## src/sv/iidl_pkg.sv

```systemverilog
// Package for the indexed insert/delete list: request and response types,
// action and status codes, cell control bundle. Depends on nothing.
package iidl_pkg;

	localparam int CAPACITY_DEF = 64;
	localparam int POS_W        = 7;
	localparam int DATA_W       = 32;
	localparam int COUNT_W      = 7;

	typedef enum logic [1:0] {
		ACT_INSERT = 2'd0,
		ACT_DELETE = 2'd1,
		ACT_READ   = 2'd2
	} act_t;

	typedef enum logic [1:0] {
		STAT_DONE  = 2'd0,
		STAT_RANGE = 2'd1,
		STAT_FULL  = 2'd2
	} stat_t;

	typedef struct packed {
		act_t                      action;
		logic [POS_W-1:0]          position;
		logic signed [DATA_W-1:0]  value;
	} req_t;

	typedef struct packed {
		stat_t                     status;
		logic [COUNT_W-1:0]        count;
		logic signed [DATA_W-1:0]  read_value;
	} rsp_t;

	typedef enum logic [2:0] {
		CELL_HOLD,
		CELL_INSERT,
		CELL_DELETE,
		CELL_RD_LOAD,
		CELL_RD_SHIFT
	} cell_op_t;

	typedef struct packed {
		cell_op_t                  op;
		logic [POS_W-1:0]          position;
		logic signed [DATA_W-1:0]  value;
	} cell_ctrl_t;

	typedef enum logic {
		CTL_IDLE,
		CTL_READ
	} ctl_state_t;

endpackage

```

## src/sv/iidl_cell.sv

```systemverilog
// One list cell: holds one entry and one read-out stage, trades with neighbors.
// Depends on iidl_pkg.
module iidl_cell import iidl_pkg::*; #(
	parameter int IDX = 0
) (
	input  logic                     clk,
	input  logic                     arst_n,
	input  cell_ctrl_t               ctrl,
	input  logic signed [DATA_W-1:0] prev_data,
	input  logic signed [DATA_W-1:0] next_data,
	input  logic signed [DATA_W-1:0] next_rd,
	output logic signed [DATA_W-1:0] data,
	output logic signed [DATA_W-1:0] rd
);

	localparam logic [8:0] LIST_POS = 9'(IDX + 1);

	logic [8:0]               pos9;
	logic signed [DATA_W-1:0] data_q;
	logic signed [DATA_W-1:0] rd_q;

	assign pos9 = 9'(ctrl.position);
	assign data = data_q;
	assign rd   = rd_q;

	always_ff @(posedge clk or negedge arst_n) begin
		if (!arst_n) begin
			data_q <= '0;
		end else begin
			case (ctrl.op)
				CELL_INSERT: begin
					if (pos9 == LIST_POS) begin
						data_q <= ctrl.value;
					end else if (pos9 < LIST_POS) begin
						data_q <= prev_data;
					end
				end
				CELL_DELETE: begin
					if (pos9 <= LIST_POS) begin
						data_q <= next_data;
					end
				end
				default: begin
					data_q <= data_q;
				end
			endcase
		end
	end

	always_ff @(posedge clk) begin
		case (ctrl.op)
			CELL_RD_LOAD:  rd_q <= data_q;
			CELL_RD_SHIFT: rd_q <= next_rd;
			default:       rd_q <= rd_q;
		endcase
	end

endmodule

```

## config.mk

```make
export PLATFORM = sky130hd
export DESIGN_NAME = iidl_cell
export DESIGN_NICKNAME = d
export VERILOG_FILES = /design/src/sv/iidl_pkg.sv /design/src/sv/iidl_cell.sv
export SDC_FILE = /design/constraint.sdc
export NUM_CORES = 1
export LEC_CHECK = 0
export BUFFER_PORTS_ARGS = -buffer_cell sky130_fd_sc_hd__buf_2
export CAP_MARGIN = 30
export CELL_PAD_IN_SITES_DETAIL_PLACEMENT = 0
export CELL_PAD_IN_SITES_GLOBAL_PLACEMENT = 2
export CORE_ASPECT_RATIO = 0.75
export CORE_MARGIN = 8
export CORE_UTILIZATION = 22
export CTS_BUF_LIST = sky130_fd_sc_hd__clkbuf_16
export DETAILED_ROUTE_END_ITERATION = 8
export PLACE_DENSITY_LB_ADDON = 0.12
export SKIP_CTS_REPAIR_TIMING = 1
export SLEW_MARGIN = 40
export SYNTH_ARGS = -nofsm -noshare
export SYNTH_HDL_FRONTEND = slang
export SYNTH_SLANG_ARGS = --single-unit
```

## constraint.sdc

```tcl
create_clock -name clk -period 0.9 [get_ports clk]
set_input_delay 0.045 -clock clk [delete_from_list [all_inputs] [get_ports clk]]
set_output_delay 0.045 -clock clk [all_outputs]
set_load 0.005 [all_outputs]
```

==> Implementation_results.wiki <==
{| class="wikitable"
! Metric !! Value
|-
| Crit path depth || 7
|-
| Final Hold Fails || 12
|-
| Wire length of the first global-routing pass || 20200 µm
|-
| Number of I/O port buffers || 203
|-
| Worst Reg-to-Reg Cells || 2
|-
| Die outline area || approximately 19000 µm²
|-
| Number of vias after detailed routing || about 3200
|-
| Worst-case headroom to the max-slew limit || a little under three quarters
|-
| Initial antenna violation count || 3
|-
| Number of global-route vias before repair || about 3500
|-
| Crit-path max FO || 14
|-
| Effective utilization at floorplan || ~22%
|-
| Minimum hold slack || -29.7 ps
|-
| Start-to-end type of the worst setup path || input pin to flop
|-
| Avg Cell Area, Syn || between 10 and 15 µm²
|-
| Cells taking the most area after synthesis || sky130_fd_sc_hd__edfxtp_1, sky130_fd_sc_hd__dfrtp_1, sky130_fd_sc_hd__mux2_2
|-
| Clk Latency, worst-skew pair || between 300 and 400 ps
|-
| Number of rows in the core area || 38
|-
| Final-report setup violation count || roughly 120
|-
| CP max-delay cell || sky130_fd_sc_hd__or4b_4
|-
| Detailed Route Iter0 Violations || 96
|-
| Number of max-cap violations || 0
|-
| Total wirelength of the detailed-routed design || around 14000 µm
|-
| Post-synthesis instance area || roughly 3200 µm²
|-
| CP arrival || between 1500 and 2000 ps
|-
| CP Cell Sequence || buf_2 > or4_4 > buf_6 > or4b_4 > buf_6 > nand2_1 > o211ai_1
|-
| Count leader, synth || sky130_fd_sc_hd__nand2_1
|-
| Clock tree from TritonCTS || done
|-
| Warning count from the yosys run || 0
|-
| Post-route DRC violation count || 0
|-
| Overall track demand over capacity in global routing || between 10% and 20%
|-
| Leakage || 3.07 nW
|-
| Unrepaired setup endpoints after global routing || true
|-
| Crit share post-route || 170%
|-
| Proportion of synthesized chip area in sequential cells || between 50% and 60%
|-
| Count of state elements after synthesis || between 60 and 70
|-
| Drt first pass iters || 3
|-
| Setup slack of the critical path after layout || -626 ps
|-
| Deepest clock path buffer count || 2
|-
| Final critical delay including setup and external delays || between 1500 and 2000 ps
|-
| Post-Place Setup Slack || -1150 ps
|-
| Top delay family on crit path || simple AND/OR/NAND/NOR gates
|-
| Filler instances || between 1000 and 1500
|-
| Class of the tightest hold or removal check || input pin to flop
|-
| Worst-Margin Slew || 424 ps
|-
| Power per cell area || 1460 nW/µm²
|-
| Delay of the slowest cell on the worst path || 560 ps
|-
| Result of the run || complete, but fails checks
|-
| Pin count of the biggest net entering global routing || 33
|-
| Number of buffers added by the clock tree synthesis step || 9
|-
| Detailed placer's ending HPWL || 10000 µm
|-
| Via density || ~4.4
|-
| Synthesized instance count || about 260
|-
| Post-detailed-route wirelength per cell || between 15 and 20 µm
|-
| Worst setup skew after layout || between 3 and 4 ps
|-
| Setup crit start kind || input pin
|-
| Layout Area Growth over Synthesis || 95.5%
|-
| Fraction of registers with async set/reset || approximately half
|-
| Clock tree sinks || 64
|-
| Standard cell core area || 14300 µm²
|-
| Number of flops mapped to enable cells by yosys || 32
|-
| Worst IR drop on VDD || roughly 0.79 mV
|-
| Count of pins on the block boundary || 204
|-
| Number of different library cells in the post-synthesis netlist || 18
|-
| Element type at the critical path end || flop
|-
| Root buffer cell || sky130_fd_sc_hd__clkbuf_16
|-
| Count of antenna-violating nets left after detailed routing || 0
|-
| Net count after synthesis || just under 400
|-
| Failing checks || negative hold slack, negative setup slack
|-
| Worst Path Required || 1100 ps
|-
| Weighted congestion reported at the end of routability-driven placement || 0.750
|-
| Number of buffers and inverters on the critical path || 3
|-
| Share of cells above drive strength 1 || 61.5%
|-
| Total congestion overflow after global routing || 0
|-
| Depth of the worst hold-timing path || 3
|-
| Top cell type's share of synthesized area || between 30% and 40%
|-
| Top cell type by total area after synthesis || sky130_fd_sc_hd__edfxtp_1
|-
| Achievable frequency || between 600 and 700 MHz
|-
| DIE HEIGHT || ~120 µm
|-
| Most frequent cell on the critical path || sky130_fd_sc_hd__buf_6
|-
| Clock input transition at the sequential cells of the worst setup and hold paths || 60 ps
|-
| Dominant register cell in the synthesized netlist || sky130_fd_sc_hd__edfxtp_1
|-
| Htree depth || 3
|-
| Total count of max-transition violations in the final report || 0
|-
| Die outline width || roughly 150 µm
|-
| Final core utilization || a little over two fifths
|-
| Nets || between 600 and 700
|}
cells in the final DEF, fill, tap and decap left out:
master	Yosys	routed
sky130_fd_sc_hd__nor3b_4	0	1
sky130_fd_sc_hd__bufinv_16	0	1
sky130_fd_sc_hd__xnor2_1	1	1
sky130_fd_sc_hd__edfxtp_1	32	32
sky130_fd_sc_hd__dlygate4sd3_1	0	21
sky130_fd_sc_hd__mux2i_2	0	3
sky130_fd_sc_hd__clkinv_1	0	2
sky130_fd_sc_hd__clkinv_2	0	2
sky130_fd_sc_hd__o21bai_4	0	1
sky130_fd_sc_hd__nor2_1	1	1
sky130_fd_sc_hd__buf_8	0	2
sky130_fd_sc_hd__nor3b_2	0	1
sky130_fd_sc_hd__buf_2	1	168
sky130_fd_sc_hd__dfrtp_1	32	32
sky130_fd_sc_hd__mux2i_1	32	29
sky130_fd_sc_hd__nand3_1	32	32
sky130_fd_sc_hd__mux2_4	0	32
sky130_fd_sc_hd__nand2b_4	0	1
sky130_fd_sc_hd__buf_6	3	82
sky130_fd_sc_hd__o211ai_1	32	32
sky130_fd_sc_hd__clkbuf_16	0	12
sky130_fd_sc_hd__buf_4	0	23
sky130_fd_sc_hd__nand2_2	0	2
sky130_fd_sc_hd__inv_1	0	2
sky130_fd_sc_hd__nand2_1	33	31
sky130_fd_sc_hd__or4b_4	0	2
sky130_fd_sc_hd__buf_12	0	9
sky130_fd_sc_hd__or4_4	1	1
sky130_fd_sc_hd__nor4b_4	1	1
sky130_fd_sc_hd__diode_2	0	1
power breakdown:
group / leakage [nW] / internal (mW) / switching, mW
clock: 0.147 / 2.10 / 1.32
combinational: 2.18 / 1.42 / 0.705
sequential: 0.745 / 3.37 / 0.130
cell type report:
type | count | area (µm²) | share of cell area [%]
Timing Repair Buffer | 308 | 2430 | 39.3
Sequential cell | 64 | 1760 | 28.5
Multi-Input combinational cell | 171 | 1480 | 23.9
Clock buffer | 9 | 225 | 3.64
Tap cell | 180 | 225 | 3.64
Clock inverter | 7 | 55.1 | 0.891
Antenna cell | 1 | 2.50 | 0.0405
per-stage QoR:
step	setup TNS, ps	instance area [µm²]	hold slack, ps	total power, mW	std cells
CTS	-30170	5240	-325	8.54	691
floorplan	-50090	3350	-251	4.09	255
detailed placement	-59850	4960	36.2	5.08	675
global route	-30610	6180	0.359	9.44	740
finish	-25580	6180	-29.7	9.03	740
global placement	-58320	4960	29.6	5.06	675
registers in the layout, summed over array words and instances, names as in the netlist:
name / flops
rd: 32
data: 32
final timing paths:
check,startpoint,slack [ps],endpoint
worst max-delay path,ctrl[33],-630,data[29]
worst min-delay path,next_data[7],-30,data[7]
worst max register to register,data[30],-130,rd[30]
worst min register to register,data[27],600,rd[27]
max in group asynchronous,arst_n,490,data[20]
min in group asynchronous,arst_n,220,data[5]
kinds of logic after synthesis:
kind of cell           count (synthesis)  synth area share, %
AO/OA/AOI/OAI                         33                 7.84
multiplexers                          64                 21.5
AND/OR/NAND/NOR                       73                 11.5
flip-flops                            64                 55.7
buffers and inverters                 20                 3.13
XOR/XNOR                               1                0.277
worst min-delay path: stages:
cell	delay (ps)
sky130_fd_sc_hd__buf_2	80
sky130_fd_sc_hd__nand3_1	50
sky130_fd_sc_hd__o211ai_1	80
metal layers:
layer | vias to the layer above | routed length (µm) | track usage (%)
li1 | 1562 | - | -
met1 | 1527 | 5910 | 16.6
met2 | 114 | 6500 | 23.3
met3 | 16 | 1150 | 6.29
met4 | 4 | 189 | 4.33
met5 | - | 18 | 0
Note: power is estimated with default switching activity, not from simulation.
