===== src/sv/iidl_pkg.sv =====
// Package for the indexed insert/delete list: request and response types,
// action and status codes, cell control bundle. Depends on nothing.
package iidl_pkg;

	localparam int CAPACITY_DEF = 64;
	localparam int POS_W        = 7;
	localparam int DATA_W       = 32;
	localparam int COUNT_W      = 7;

	typedef enum logic [1:0] {
		ACT_INSERT = 2'd0,
		ACT_DELETE = 2'd1,
		ACT_READ   = 2'd2
	} act_t;

	typedef enum logic [1:0] {
		STAT_DONE  = 2'd0,
		STAT_RANGE = 2'd1,
		STAT_FULL  = 2'd2
	} stat_t;

	typedef struct packed {
		act_t                      action;
		logic [POS_W-1:0]          position;
		logic signed [DATA_W-1:0]  value;
	} req_t;

	typedef struct packed {
		stat_t                     status;
		logic [COUNT_W-1:0]        count;
		logic signed [DATA_W-1:0]  read_value;
	} rsp_t;

	typedef enum logic [2:0] {
		CELL_HOLD,
		CELL_INSERT,
		CELL_DELETE,
		CELL_RD_LOAD,
		CELL_RD_SHIFT
	} cell_op_t;

	typedef struct packed {
		cell_op_t                  op;
		logic [POS_W-1:0]          position;
		logic signed [DATA_W-1:0]  value;
	} cell_ctrl_t;

	typedef enum logic {
		CTL_IDLE,
		CTL_READ
	} ctl_state_t;

endpackage


===== src/sv/iidl_ctrl.sv =====
// Control for the list: range checks, length, read-out sequencing, response register.
// Depends on iidl_pkg.
module iidl_ctrl import iidl_pkg::*; #(
	parameter int CAPACITY = CAPACITY_DEF
) (
	input  logic                     clk,
	input  logic                     arst_n,
	input  logic                     req_valid,
	output logic                     req_stall,
	input  req_t                     req,
	output logic                     rsp_valid,
	input  logic                     rsp_stall,
	output rsp_t                     rsp,
	output cell_ctrl_t               cell_ctrl,
	input  logic signed [DATA_W-1:0] head_rd
);

	localparam int LW = $clog2(CAPACITY + 1);
	localparam int CW = ((LW > POS_W) ? LW : POS_W) + 1;

	ctl_state_t       state_q, state_d;
	logic [LW-1:0]    len_q, len_d;
	logic [POS_W-1:0] shift_q;
	logic             rsp_valid_q;
	rsp_t             rsp_q, rsp_d;
	logic             rsp_load;
	logic             rsp_free;
	logic             accept;
	logic [CW-1:0]    pos_e, len_e;
	logic             ins_ok, rd_ok, full;

	assign rsp_free  = !rsp_valid_q || !rsp_stall;
	assign req_stall = !((state_q == CTL_IDLE) && rsp_free);
	assign accept    = req_valid && !req_stall;
	assign rsp_valid = rsp_valid_q;
	assign rsp       = rsp_q;

	assign pos_e  = CW'(req.position);
	assign len_e  = CW'(len_q);
	assign ins_ok = (req.position != '0) && (pos_e <= len_e + CW'(1));
	assign rd_ok  = (req.position != '0) && (pos_e <= len_e);
	assign full   = (len_q == LW'(CAPACITY));

	always_comb begin
		state_d = state_q;
		case (state_q)
			CTL_IDLE: begin
				if (accept && (req.action == ACT_READ) && rd_ok) begin
					state_d = CTL_READ;
				end
			end
			CTL_READ: begin
				if ((shift_q == '0) && rsp_free) begin
					state_d = CTL_IDLE;
				end
			end
			default: state_d = CTL_IDLE;
		endcase
	end

	always_comb begin
		cell_ctrl.op       = CELL_HOLD;
		cell_ctrl.position = req.position;
		cell_ctrl.value    = req.value;
		len_d              = len_q;
		rsp_load           = 1'b0;
		rsp_d.status       = STAT_RANGE;
		rsp_d.read_value   = '0;
		case (state_q)
			CTL_IDLE: begin
				if (accept) begin
					rsp_load = 1'b1;
					case (req.action)
						ACT_INSERT: begin
							if (!ins_ok) begin
								rsp_d.status = STAT_RANGE;
							end else if (full) begin
								rsp_d.status = STAT_FULL;
							end else begin
								cell_ctrl.op = CELL_INSERT;
								len_d        = len_q + LW'(1);
								rsp_d.status = STAT_DONE;
							end
						end
						ACT_DELETE: begin
							if (rd_ok) begin
								cell_ctrl.op = CELL_DELETE;
								len_d        = len_q - LW'(1);
								rsp_d.status = STAT_DONE;
							end
						end
						ACT_READ: begin
							if (rd_ok) begin
								cell_ctrl.op = CELL_RD_LOAD;
								rsp_load     = 1'b0;
							end
						end
						default: rsp_d.status = STAT_RANGE;
					endcase
				end
			end
			CTL_READ: begin
				if (shift_q != '0) begin
					cell_ctrl.op = CELL_RD_SHIFT;
				end else if (rsp_free) begin
					rsp_load         = 1'b1;
					rsp_d.status     = STAT_DONE;
					rsp_d.read_value = head_rd;
				end
			end
			default: cell_ctrl.op = CELL_HOLD;
		endcase
		rsp_d.count = COUNT_W'(len_d);
	end

	always_ff @(posedge clk or negedge arst_n) begin
		if (!arst_n) begin
			state_q     <= CTL_IDLE;
			len_q       <= '0;
			shift_q     <= '0;
			rsp_valid_q <= 1'b0;
		end else begin
			state_q <= state_d;
			len_q   <= len_d;
			if (accept && (req.action == ACT_READ)) begin
				shift_q <= req.position - POS_W'(1);
			end else if ((state_q == CTL_READ) && (shift_q != '0)) begin
				shift_q <= shift_q - POS_W'(1);
			end
			if (rsp_load) begin
				rsp_valid_q <= 1'b1;
			end else if (!rsp_stall) begin
				rsp_valid_q <= 1'b0;
			end
		end
	end

	always_ff @(posedge clk) begin
		if (rsp_load) begin
			rsp_q <= rsp_d;
		end
	end

endmodule


===== config.mk =====
export PLATFORM = sky130hd
export DESIGN_NAME = iidl_ctrl
export DESIGN_NICKNAME = d
export VERILOG_FILES = /design/src/sv/iidl_pkg.sv /design/src/sv/iidl_ctrl.sv
export SDC_FILE = /design/constraint.sdc
export NUM_CORES = 1
export LEC_CHECK = 0
export BUFFER_PORTS_ARGS = -buffer_cell sky130_fd_sc_hd__buf_2
export CORE_MARGIN = 2
export CORE_UTILIZATION = 35
export DETAILED_ROUTE_END_ITERATION = 8
export PLACE_DENSITY_LB_ADDON = 0.08
export SLEW_MARGIN = 0
export SYNTH_ARGS = -nofsm -noshare
export SYNTH_HDL_FRONTEND = slang
export SYNTH_SLANG_ARGS = --single-unit
export TNS_END_PERCENT = 1

===== constraint.sdc =====
create_clock -name clk -period 4.93 [get_ports clk]
set_input_delay 0.986 -clock clk [delete_from_list [all_inputs] [get_ports clk]]
set_output_delay 0.986 -clock clk [all_outputs]
set_load 0.02 [all_outputs]

==> reports/qor.yml <==
core_area_sq_um: 9684
synthTopCellsByCount: "edfxtp_1, buf_4, and2_1, ha_1, nor2_1"
cts.sink_count: 57
path_clk_slew_ps: 70
place.gp.congestion: 0.8873
die_area_sq_um: 10670
synth_cells: 323
num_io_pins: 162
use_met2_pct: 23.93
syn_area_sq_um: 3452
numPortBuffers: 97
hold_viol: 0
fp.dieW_um: 103.3
routed_wl_um: 8051
finalSetupTns_ps: 0
period_needed_ps: 4527
power.net_switching_mw: 0.7098
final_max_slew_viol_count: 0
cts_setup_buffers: 0
synth_seq_cells: 57
cts_buffers: 9
use_met3_pct: 4.906
fin_ws_ps: 403.1
antenna_cells: 0
cts_buffer_depth: 2
syn_to_final_growth_pct: 14.75
cts_root_buf: "clkbuf_8"
power_leakage_nw: 1.663
cts_tree: "done"
crit_required_ps: 3940
antenna_found_initial: 0
p_per_area_nw_per_um2: 454.7
grt_overflow: 0
grt_pass1_vias: 2390
avgSynthCellArea_sq_um: 10.69
synth_largest_area_cell: "edfxtp_1"
wl_per_cell_um: 15.39
dp.cells: 507
ys_async_sr_fraction_pct: 28.07
viasPerCell: 4.945
yosysUniqueCellTypes: 52
cp.arrival_ps: 3540
yosysSeqAreaShare_pct: 47.26
slew_headroom_pct: 39.32
fp.dieH_um: 103.3
num-nets-final: 480
grt_usage_pct: 15.57
worstSkewPairLatency_ps: 330
synth_edf_count: 41
power.share.switching_pct: 39.40
top_usage_layer: "met2"
drcViolationCount: 0
synth_area_leaders: "edfxtp_1, dfrtp_1, buf_4, ha_1, and2_1"
post-place-ws_ps: 715.2
cts.hold.buffers_added: 0
irDropWorstVdd_mv: 0.1499
p_int_mw: 1.092
grt_first_pass_wirelength_um: 12520
worst_setup_path_end_kind: "primary output"
setup_violations: 0
crit_chain: "nand3_1, or2_2, xnor2_1, ha_1, and3_1, and4_1, a211oi_1, nor3b_1, mux2i_1, nor3_1, buf_2"
hpwl_um: 5961
cts_resized: 0
layout-drive-gt1-share_pct: 32.05
rsz0062_at_grt: "no"
synth_warnings: 0
drtPass1Iterations: 4
status: "finished, final reports clean"
post-synth-top-count-cell: "edfxtp_1"
synth_top_area_share_pct: 35.67
vias: 2586
pwr-share-clk_pct: 20.6
synth-main-ff-cell: "edfxtp_1"
clock.fmax_ghz: 0.2209
ant_nets: 0
worst_slew_pin_slew_ps: 910.3
seqPwrFrac_pct: 41.2
cp-start-kind: "register"
clock_skew_ps: 6.089
start_util_pct: 35.65
path_max_fanout: 10
row_count: 36
worstHoldPathType: "in -> async"
final_cells: 523
synth_nets: 418
grt_max_degree: 42
grt_util_met1_pct: 20.54
drtIter0Drc: 105
max_cap_viol_count: 0
fin_crit_sh_pct: 91.82
critical_path.slowest_cell: "a211oi_1"
p_comb_share_pct: 38.2
crit_type: "reg -> out"
worst_path_largest_cell_delay_ps: 640
h-tree-depth: 3
[layout make-up]
| type | count | area (sq um) |
|---|---|---|
| clock buffers | 10 | 127.6 |
| clock inverters | 6 | 35.03 |
| fillers | 975 | 5723 |
| inverters | 9 | 33.78 |
| multi-input cells | 208 | 1459 |
| flip-flops and latches | 57 | 1632 |
| well taps | 133 | 166.4 |
| repair buffers | 100 | 508.0 |
[flip-flops by register name, indices dropped and copies added (netlist names)]
register,cells
len_q,7
rsp,41
rsp_valid,1
shift_q,7
state_q,1
[metal layers]
| layer | wire [um] | vias up | part of all wire (%) |
|---|---|---|---|
| li1 | - | 1256 | - |
| met1 | 3673 | 1185 | 46 |
| met2 | 3488 | 122 | 43 |
| met3 | 689 | 23 | 8.6 |
| met4 | 199 | 0 | 2.5 |
| met5 | 0 | - | 0 |
[worst max-delay path: cells and delay by family (launching register included)]
kind / cells / cell delay (ps)
simple gates: 6 / 1300
compound gates: 1 / 640
flops: 1 / 500
fa+ha+maj: 1 / 290
mux: 1 / 180
buf+inv: 1 / 170
xor+xnor: 1 / 140
[through the flow]
step                hold WS [ps]  utilization [%]  power, mW  area [sq um]
floorplan                  537.4                -      1.263          3452
global placement           570.3            39.22      1.444          3799
detailed placement         572.5            39.22      1.443          3799
CTS                        580.3            40.90      1.824          3961
global route               596.7            40.90      1.947          3961
finish                     579.9            40.90      1.801          3961
[cells in the final DEF (no fill, tap or decap), types with 3 or more instances in the layout]
master    instances
buf_2            97
edfxtp_1         41
and2_1           33
ha_1             18
nor2_1           17
nand2_1          16
dfrtp_1          16
nand3_1          10
inv_1             9
a21oi_1           9
clkbuf_8          9
xnor2_1           8
nand4_1           7
o21ai_0           7
xor2_1            7
nor3_1            6
mux2i_1           5
nand2b_1          4
or2_2             4
and3_1            4
clkinv_2          4
a21o_1            3
nor2b_1           3
o211ai_1          3
nor3b_1           3
nor4_1            3
a211oi_1          3
buf_4             3
[power groups by stage]
| stage | clock network, mW | logic (mW) | registers [mW] |
|---|---|---|---|
| after floorplan | 0 | 0.456 | 0.807 |
| after global placement | 0 | 0.695 | 0.749 |
| after detailed placement | 0 | 0.692 | 0.751 |
| after CTS | 0.385 | 0.697 | 0.742 |
| after global routing | 0.408 | 0.781 | 0.759 |
| final | 0.371 | 0.689 | 0.742 |
[cells by family after synthesis]
group,after synthesis,synth area share (%)
xor+xnor,15,3.806
simple gates,125,21.35
buf+inv,58,10.80
flops,57,47.26
mux,5,1.450
compound gates,45,8.808
fa+ha+maj,18,6.524
[path summary, 6_finish.rpt]
| path | startpoint | to | slack [ps] | cells after the start |
|---|---|---|---|---|
| max | len_q[2] | cell_ctrl[39] | 400 | 11 |
| min | arst_n | len_q[4] | 580 | 1 |
| max reg2reg | len_q[2] | rsp[33] | 1420 | 10 |
| min reg2reg | shift_q[1] | shift_q[1] | 580 | 1 |
| max in group asynchronous | arst_n | shift_q[4] | 4050 | 1 |
| min in group clk | shift_q[1] | shift_q[1] | 580 | 1 |
No activity file was read; power rests on OpenSTA's default activity.
